===== src/hdl/fdrdwt_pkg.sv =====
// Shared types and constants for the frequency-domain redundant wavelet block.
// Used by fdrdwt_ctrl, fdrdwt_dp, the top level and its checker.
package fdrdwt_pkg;

  localparam int LEN_W     = 11;  // signal_length register
  localparam int LEV_W     = 4;   // levels register
  localparam int BIN_W     = 10;
  localparam int SMP_W     = 16;
  localparam int OUT_W     = 24;
  localparam int LVL_OUT_W = 3;
  localparam int PROD_W    = SMP_W + OUT_W;
  localparam int FRAC_W    = 14;  // Q2.14 filter taps
  localparam int CNT_W     = 4;
  localparam int MOD_STEPS = BIN_W;  // one remainder bit per cycle
  localparam int MUL_TERMS = 8;      // partial products per level
  localparam int TERM_W    = 3;

  localparam int CFG_IDX_W = 1;
  localparam logic [CFG_IDX_W-1:0] REG_SIGNAL_LENGTH = 1'b0;
  localparam logic [CFG_IDX_W-1:0] REG_LEVELS        = 1'b1;

  localparam logic MODE_LOAD    = 1'b0;
  localparam logic MODE_SAMPLE  = 1'b1;
  localparam logic KIND_DETAIL  = 1'b0;
  localparam logic KIND_APPROX  = 1'b1;

  typedef struct packed {
    logic                    mode;
    logic [BIN_W-1:0]        bin_index;
    logic signed [SMP_W-1:0] first_real;
    logic signed [SMP_W-1:0] first_imag;
    logic signed [SMP_W-1:0] second_real;
    logic signed [SMP_W-1:0] second_imag;
  } in_item_t;

  typedef struct packed {
    logic                    kind;
    logic [LVL_OUT_W-1:0]    level_number;
    logic [BIN_W-1:0]        out_index;
    logic signed [OUT_W-1:0] out_real;
    logic signed [OUT_W-1:0] out_imag;
    logic                    last;
  } out_item_t;

  typedef struct packed {
    logic signed [SMP_W-1:0] low_re;
    logic signed [SMP_W-1:0] low_im;
    logic signed [SMP_W-1:0] high_re;
    logic signed [SMP_W-1:0] high_im;
  } filt_t;

  typedef enum logic [2:0] {
    ST_IDLE,
    ST_MOD,
    ST_READ,
    ST_MUL,
    ST_EMIT_D,
    ST_EMIT_A
  } state_t;

  typedef struct packed {
    logic              load_item;
    logic              mem_write;
    logic              mod_step;
    logic              mem_read;
    logic              mul_en;
    logic [TERM_W-1:0] mul_term;
    logic              acc_en;
    logic [TERM_W-1:0] acc_term;
    logic              emit_detail;
    logic              emit_approx;
  } ctrl_cmd_t;

  typedef struct packed {
    logic sample_item;
    logic last_level;
    logic out_free;
  } ctrl_status_t;

endpackage


===== src/hdl/fdrdwt_ctrl.sv =====
// Sequencer for the wavelet block: bin reduction, per-level multiply steps, emits.
// Depends on fdrdwt_pkg.
module fdrdwt_ctrl (
  input  logic                     clk,
  input  logic                     rst,
  input  logic                     in_valid,
  output logic                     in_ready,
  input  fdrdwt_pkg::ctrl_status_t status,
  output fdrdwt_pkg::ctrl_cmd_t    cmd
);

  fdrdwt_pkg::state_t state, state_next;
  logic [fdrdwt_pkg::CNT_W-1:0] cnt, cnt_next;
  logic [fdrdwt_pkg::CNT_W-1:0] cnt_dec;

  assign cnt_dec = cnt - 1'b1;

  always_ff @(posedge clk) begin
    if (rst) begin
      state <= fdrdwt_pkg::ST_IDLE;
      cnt   <= '0;
    end else begin
      state <= state_next;
      cnt   <= cnt_next;
    end
  end

  // next state
  always_comb begin
    state_next = state;
    cnt_next   = cnt;
    case (state)
      fdrdwt_pkg::ST_IDLE: begin
        cnt_next = '0;
        if (in_valid && status.sample_item) state_next = fdrdwt_pkg::ST_MOD;
      end
      fdrdwt_pkg::ST_MOD: begin
        cnt_next = cnt + 1'b1;
        if (cnt == fdrdwt_pkg::CNT_W'(fdrdwt_pkg::MOD_STEPS - 1)) begin
          state_next = fdrdwt_pkg::ST_READ;
        end
      end
      fdrdwt_pkg::ST_READ: begin
        cnt_next   = '0;
        state_next = fdrdwt_pkg::ST_MUL;
      end
      fdrdwt_pkg::ST_MUL: begin
        cnt_next = cnt + 1'b1;
        if (cnt == fdrdwt_pkg::CNT_W'(fdrdwt_pkg::MUL_TERMS)) begin
          state_next = fdrdwt_pkg::ST_EMIT_D;
        end
      end
      fdrdwt_pkg::ST_EMIT_D: begin
        if (status.out_free) begin
          state_next = status.last_level ? fdrdwt_pkg::ST_EMIT_A : fdrdwt_pkg::ST_READ;
        end
      end
      fdrdwt_pkg::ST_EMIT_A: begin
        if (status.out_free) state_next = fdrdwt_pkg::ST_IDLE;
      end
      default: state_next = fdrdwt_pkg::ST_IDLE;
    endcase
  end

  // outputs
  always_comb begin
    in_ready = 1'b0;
    cmd      = '0;
    case (state)
      fdrdwt_pkg::ST_IDLE: begin
        in_ready      = 1'b1;
        cmd.load_item = in_valid && status.sample_item;
        cmd.mem_write = in_valid && !status.sample_item;
      end
      fdrdwt_pkg::ST_MOD:  cmd.mod_step = 1'b1;
      fdrdwt_pkg::ST_READ: cmd.mem_read = 1'b1;
      fdrdwt_pkg::ST_MUL: begin
        // product of term cnt is formed while term cnt-1 is summed
        cmd.mul_en   = (cnt < fdrdwt_pkg::CNT_W'(fdrdwt_pkg::MUL_TERMS));
        cmd.mul_term = cnt[fdrdwt_pkg::TERM_W-1:0];
        cmd.acc_en   = (cnt != '0);
        cmd.acc_term = cnt_dec[fdrdwt_pkg::TERM_W-1:0];
      end
      fdrdwt_pkg::ST_EMIT_D: cmd.emit_detail = status.out_free;
      fdrdwt_pkg::ST_EMIT_A: cmd.emit_approx = status.out_free;
      default: begin
        in_ready = 1'b0;
        cmd      = '0;
      end
    endcase
  end

endmodule


===== config.mk =====
export PLATFORM = sky130hd
export DESIGN_NAME = fdrdwt_ctrl
export DESIGN_NICKNAME = d
export VERILOG_FILES = /design/src/hdl/fdrdwt_pkg.sv /design/src/hdl/fdrdwt_ctrl.sv
export SDC_FILE = /design/constraint.sdc
export NUM_CORES = 1
export LEC_CHECK = 0
export BUFFER_PORTS_ARGS = -buffer_cell sky130_fd_sc_hd__buf_2
export CAP_MARGIN = 20
export CORE_AREA = 10 10 47 49
export CTS_CLUSTER_SIZE = 20
export DETAILED_ROUTE_END_ITERATION = 12
export DIE_AREA = 0 0 57 59
export MAX_ROUTING_LAYER = met4
export PLACE_DENSITY = 0.8
export SLEW_MARGIN = 20
export SYNTH_ARGS = -nofsm -noshare
export SYNTH_HDL_FRONTEND = slang
export SYNTH_SLANG_ARGS = --single-unit

===== constraint.sdc =====
create_clock -name clk -period 2.46 [get_ports clk]
set_clock_uncertainty 0.15 [all_clocks]
set_input_delay 0.123 -clock clk [delete_from_list [all_inputs] [get_ports clk]]
set_output_delay 0.123 -clock clk [all_outputs]
set_load 0.05 [all_outputs]

== After elaboration in Yosys (flattened, before gate mapping) ==
Index checks and enable logic that the tools add are counted.

* Add/subtract/negate cells: 2
* $mul: 0
* Div/mod/pow operators: 0
* $lt $le $gt $ge: 1
* Equal/unequal tests: 12
* Shift operators: 0
* Multiplexer cells: 15
* Bitwise gates (word level): 0
* Reduce and logical (&&, ||, !) cells: 9

{| class="wikitable"
|+ Operator list
! kind !! count
|-
| $mux 3 || 6
|-
| $pmux 3 s6 || 1
|-
| $ne 2x2->1 const B || 5
|-
| $eq 4x4->1 const B || 2
|-
| $mux 8 || 1
|-
| $pmux 4 s2 || 1
|-
| $eq 3x2->1 const B || 2
|-
| $eq 3x3->1 const B || 2
|-
| $mux 1 || 5
|-
| $reduce_and 5->1 || 1
|-
| $add 4x1->4 const B || 1
|-
| $lt 4x4->1 const B || 1
|-
| $reduce_bool 4->1 || 1
|-
| $reduce_or 2->1 || 2
|-
| $eq 3x1->1 const B || 1
|-
| $logic_not 3->1 || 1
|-
| $sub 3x1->3 const B || 1
|-
| $logic_and 1x1->1 || 2
|-
| $mux 2 || 1
|-
| $reduce_bool 2->1 || 1
|-
| $logic_not 1->1 || 1
|}

* Bits in registers: 7
* Latch bits: 0
* Bits in writable memories: 0
* Memory bits (read-only): 0
* Input bits: 6
* Output and inout port bits: 15
* Logic and storage cells: 41
* Memories kept: 0

== Depth between registers and ports, before layout ==
* Word-level depth: 3
* Gate-level depth with buffers: 5
* Depth with buffers taken out: 5

== Least setup slack after synthesis ==
No wires, ideal clock.

* Kind: register to output
* From: register state[2]
* To: output port cmd[12] (netlist name)
* Arrival: 2.269 ns
* Required time: 2.187 ns
* Slack: -0.082 ns
* Stages on the path, launching flop included: 4
* Buffers on the path: 1
* Cells stage by stage: dfxtp_1 buf_2 nor3_1 and3b_1

{| class="wikitable"
|+ RTL lines
! item !! RTL line !! source
|-
| from (decl) || fdrdwt_ctrl.sv:12 || <nowiki>fdrdwt_pkg::state_t state, state_next;</nowiki>
|-
| from (signal assigned) || fdrdwt_ctrl.sv:20 || <nowiki>state <= fdrdwt_pkg::ST_IDLE;</nowiki>
|-
| from (signal assigned) || fdrdwt_ctrl.sv:23 || <nowiki>state <= state_next;</nowiki>
|-
| to (decl) || fdrdwt_ctrl.sv:9 || <nowiki>output fdrdwt_pkg::ctrl_cmd_t cmd</nowiki>
|}

==> flow_summary.toml <==
[worst_setup_path]
crit_fanout = 8
critPathKind = "register to primary output"
end_kind = "primary output"
rr_worst_depth = 5
crit_arrival_ns = 1.86
max_stage_delay_ns = 0.48
crit_buf_inv = 1
crit_slowest_cell = "dfxtp_1"
crit_required_ns = 2.19
crit_chain = "nor2b_1 -> nand2_1 -> a21oi_1 -> buf_2"
critPathTopFamily = "simple AND/OR/NAND/NOR gates"
startpoint_type = "register"
cp.depth = 4

[status]
status = "complete, no violations"

[detailed_routing]
drt-pass1-iter-count = 2
final_antenna_net_count = 0
wirelength_um = 1450
drc = 0
wire_per_inst_um = 13.0
dr_total_vias = 599
via_per_inst = 5.35
drt_iter0_markers = 12

[flow_run]
maxCapViolCount = 0

[sta]
setup_violations = 0
drv_slew = 0
setup_tns_ns = 0
setup_slack_ns = 0.327
rsz0062_at_grt = "no"
hold_ws_ns = 0.0797
period_needed_ns = 2.13
max_freq_mhz = 469
min_period_over_period_pct = 86.7
finalHoldViolations = 0
worst-slew-pin-transition_ns = 0.587
relSlewSlack_pct = 60.8

[clock_tree]
postCtsSetupBuffers = 0
cts_sinks = 7
htreeDepth = 1
cts_buffer_depth = 2
cts_root_buf = "clkbuf_4"
cts_tree = "built"
path_clk_slew_ns = 0.05
cts_inserted_buffers = 3
clock_latency_ns = 0.25

[synthesis]
ys_types = 33
synthTopCellsByArea = "dfxtp_1 24%, ha_1 8.7%, nor2_1 6.6%"
yosys.area.top_type = "dfxtp_1"
synth_seq_cells = 7
synth_nets = 86
syn_inst = 76
yosysSeqAreaShare_pct = 24.5
syn_area_per_cell_um2 = 7.54
synth_top_area_share_pct = 24.5
synth_area_um2 = 573
yosys_warnings = 0

[grt]
grt_first_pass_wirelength_um = 2440
gr-usage-all-layers_pct = 8.89
grt_pass1_vias = 591
antenna_found_initial = 0
grt_max_degree = 20
gr-total-overflow = 0

[placement]
post-place-ws_ns = 0.597
postPlaceCellArea_um2 = 669
place_inst = 107
io_buffers = 20
gp_congestion = 0.711

[cells_and_area]
stdcell_count = 112
layout_commonest_cell = "buf_2"
nNetsFinal = 107
drive_gt1_share_pct = 27.1
area_delta_synth_final_pct = 23.1
final_cell_mix = "20 x buf_2, 10 x nor2_1, 7 x nand2_1, 7 x a21oi_1, 7 x dfxtp_1"
diodes = 0
finalInstanceArea_um2 = 706

[power]
p_switching_mw = 0.109
ir_drop_mv = 0.368
powerDensity_nw_per_um2 = 450
power_frac_seq_pct = 42.2
p_sw_share_pct = 34.4
internal-power_mw = 0.208
power.leakage_nw = 0.339
p_comb_share_pct = 25.2
clkPwrFrac_pct = 32.7

[die]
ios = 21
design.core.area_um2 = 1400
dieHeight_um = 59
rows = 14
dieArea_um2 = 3360
initial_core_util_pct = 40.9
die_x_um = 57

[worst_hold_path]
hold_path.class = "input pin to register"
worst_hold_path.num_cells = 4
==> worst register-to-register path, cell delays in order (launching register included) <==
cell      delay, ns
dfxtp_1        0.45
inv_1          0.12
ha_1           0.24
mux2_1         0.32
a311oi_1       0.27
a311o_1        0.13
==> metal layers <==
layer / GRT usage, % / share of wire [%] / vias up / wire length, um
met2: 15.8 / 49 / 17 / 713
met5: - / 0 / - / 0
met3: 4.51 / 6.1 / 3 / 89
li1: - / - / 307 / -
met4: 1.01 / 0.55 / 0 / 8
met1: 8.80 / 44 / 272 / 642
==> synthesized netlist by cell type <==
library cell	number
buf_6	1
or4b_1	1
o21ai_1	1
inv_1	3
dfxtp_1	7
and3_1	3
and3b_1	1
o21bai_1	1
nand3_2	1
a211oi_1	2
nor2b_1	5
nand2_1	7
nor3b_1	2
a311o_1	1
clkbuf_1	2
xnor2_1	1
nand3b_1	2
nand3_1	1
nor4bb_1	1
buf_2	2
nand4_1	1
nor2_1	10
nor3_1	1
a311oi_1	1
ha_1	4
a31oi_1	1
a32oi_1	1
and2b_1	1
mux2_1	1
and4_1	1
or2_2	1
o21ai_0	1
a21oi_1	7
==> cell families (layout without fill, tap and decap cells) <==
logic type                 Yosys count  count (layout)  synth area share (%)
AOI/OAI and AO/OA                   16              16                  17.7
xor gates and xnor gates             1               1                  1.53
adders and majority gates            4               4                  8.73
buffers and inverters                8              28                  6.99
DFF                                  7               7                  24.5
muxes                                1               1                  1.96
and+or+nand+nor                     39              39                  38.6
==> registers in the layout, summed over array words and instances, names as in the netlist <==
signal and count:
cnt 4, state 3
==> layout make-up <==
cell class                      count  area [um^2]
Sequential cell                     7          140
Inverter                            3         11.3
Tap cell                           16         20.0
Multi-Input combinational cell     61          398
Timing Repair Buffer               21          110
Clock buffer                        4         26.3
Fill cell                         143          696
==> path summary, 6_finish.rpt <==
path / startpoint / endpoint / slack (ns)
worst min-delay path: status[1] / state[1]$_SDFFE_PP0P_ / 0.08
worst min register to register: cnt[1]$_SDFFE_PP0P_ / cnt[1]$_SDFFE_PP0P_ / 0.36
worst max register to register: cnt[0]$_SDFFE_PP0P_ / state[0]$_SDFFE_PP0P_ / 0.73
worst max-delay path: state[1]$_SDFFE_PP0P_ / cmd[5] / 0.33
==> power by group through the flow <==
stage | Combinational, mW | Clock [mW] | Sequential, mW
2_1_floorplan | 0.0710 | 0 | 0.124
3_3_place_gp | 0.0784 | 0 | 0.135
3_5_place_dp | 0.0791 | 0 | 0.136
4_1_cts | 0.0807 | 0.106 | 0.133
5_1_grt | 0.0881 | 0.114 | 0.136
6_report | 0.0798 | 0.104 | 0.134
==> metrics by stage <==
stage / util [%] / power (mW)
4_1_cts: 50.4 / 0.320
2_1_floorplan: - / 0.195
5_1_grt: 50.4 / 0.338
6_report: 50.4 / 0.317
3_3_place_gp: 47.8 / 0.214
3_5_place_dp: 47.8 / 0.215
==> timing repair <==
item | in CTS | in global routing
hold endpoints to repair | 6 | 0
hold buffers | 1 | 0
gates resized for setup | 0 | 0
No activity file was read; power rests on OpenSTA's default activity.
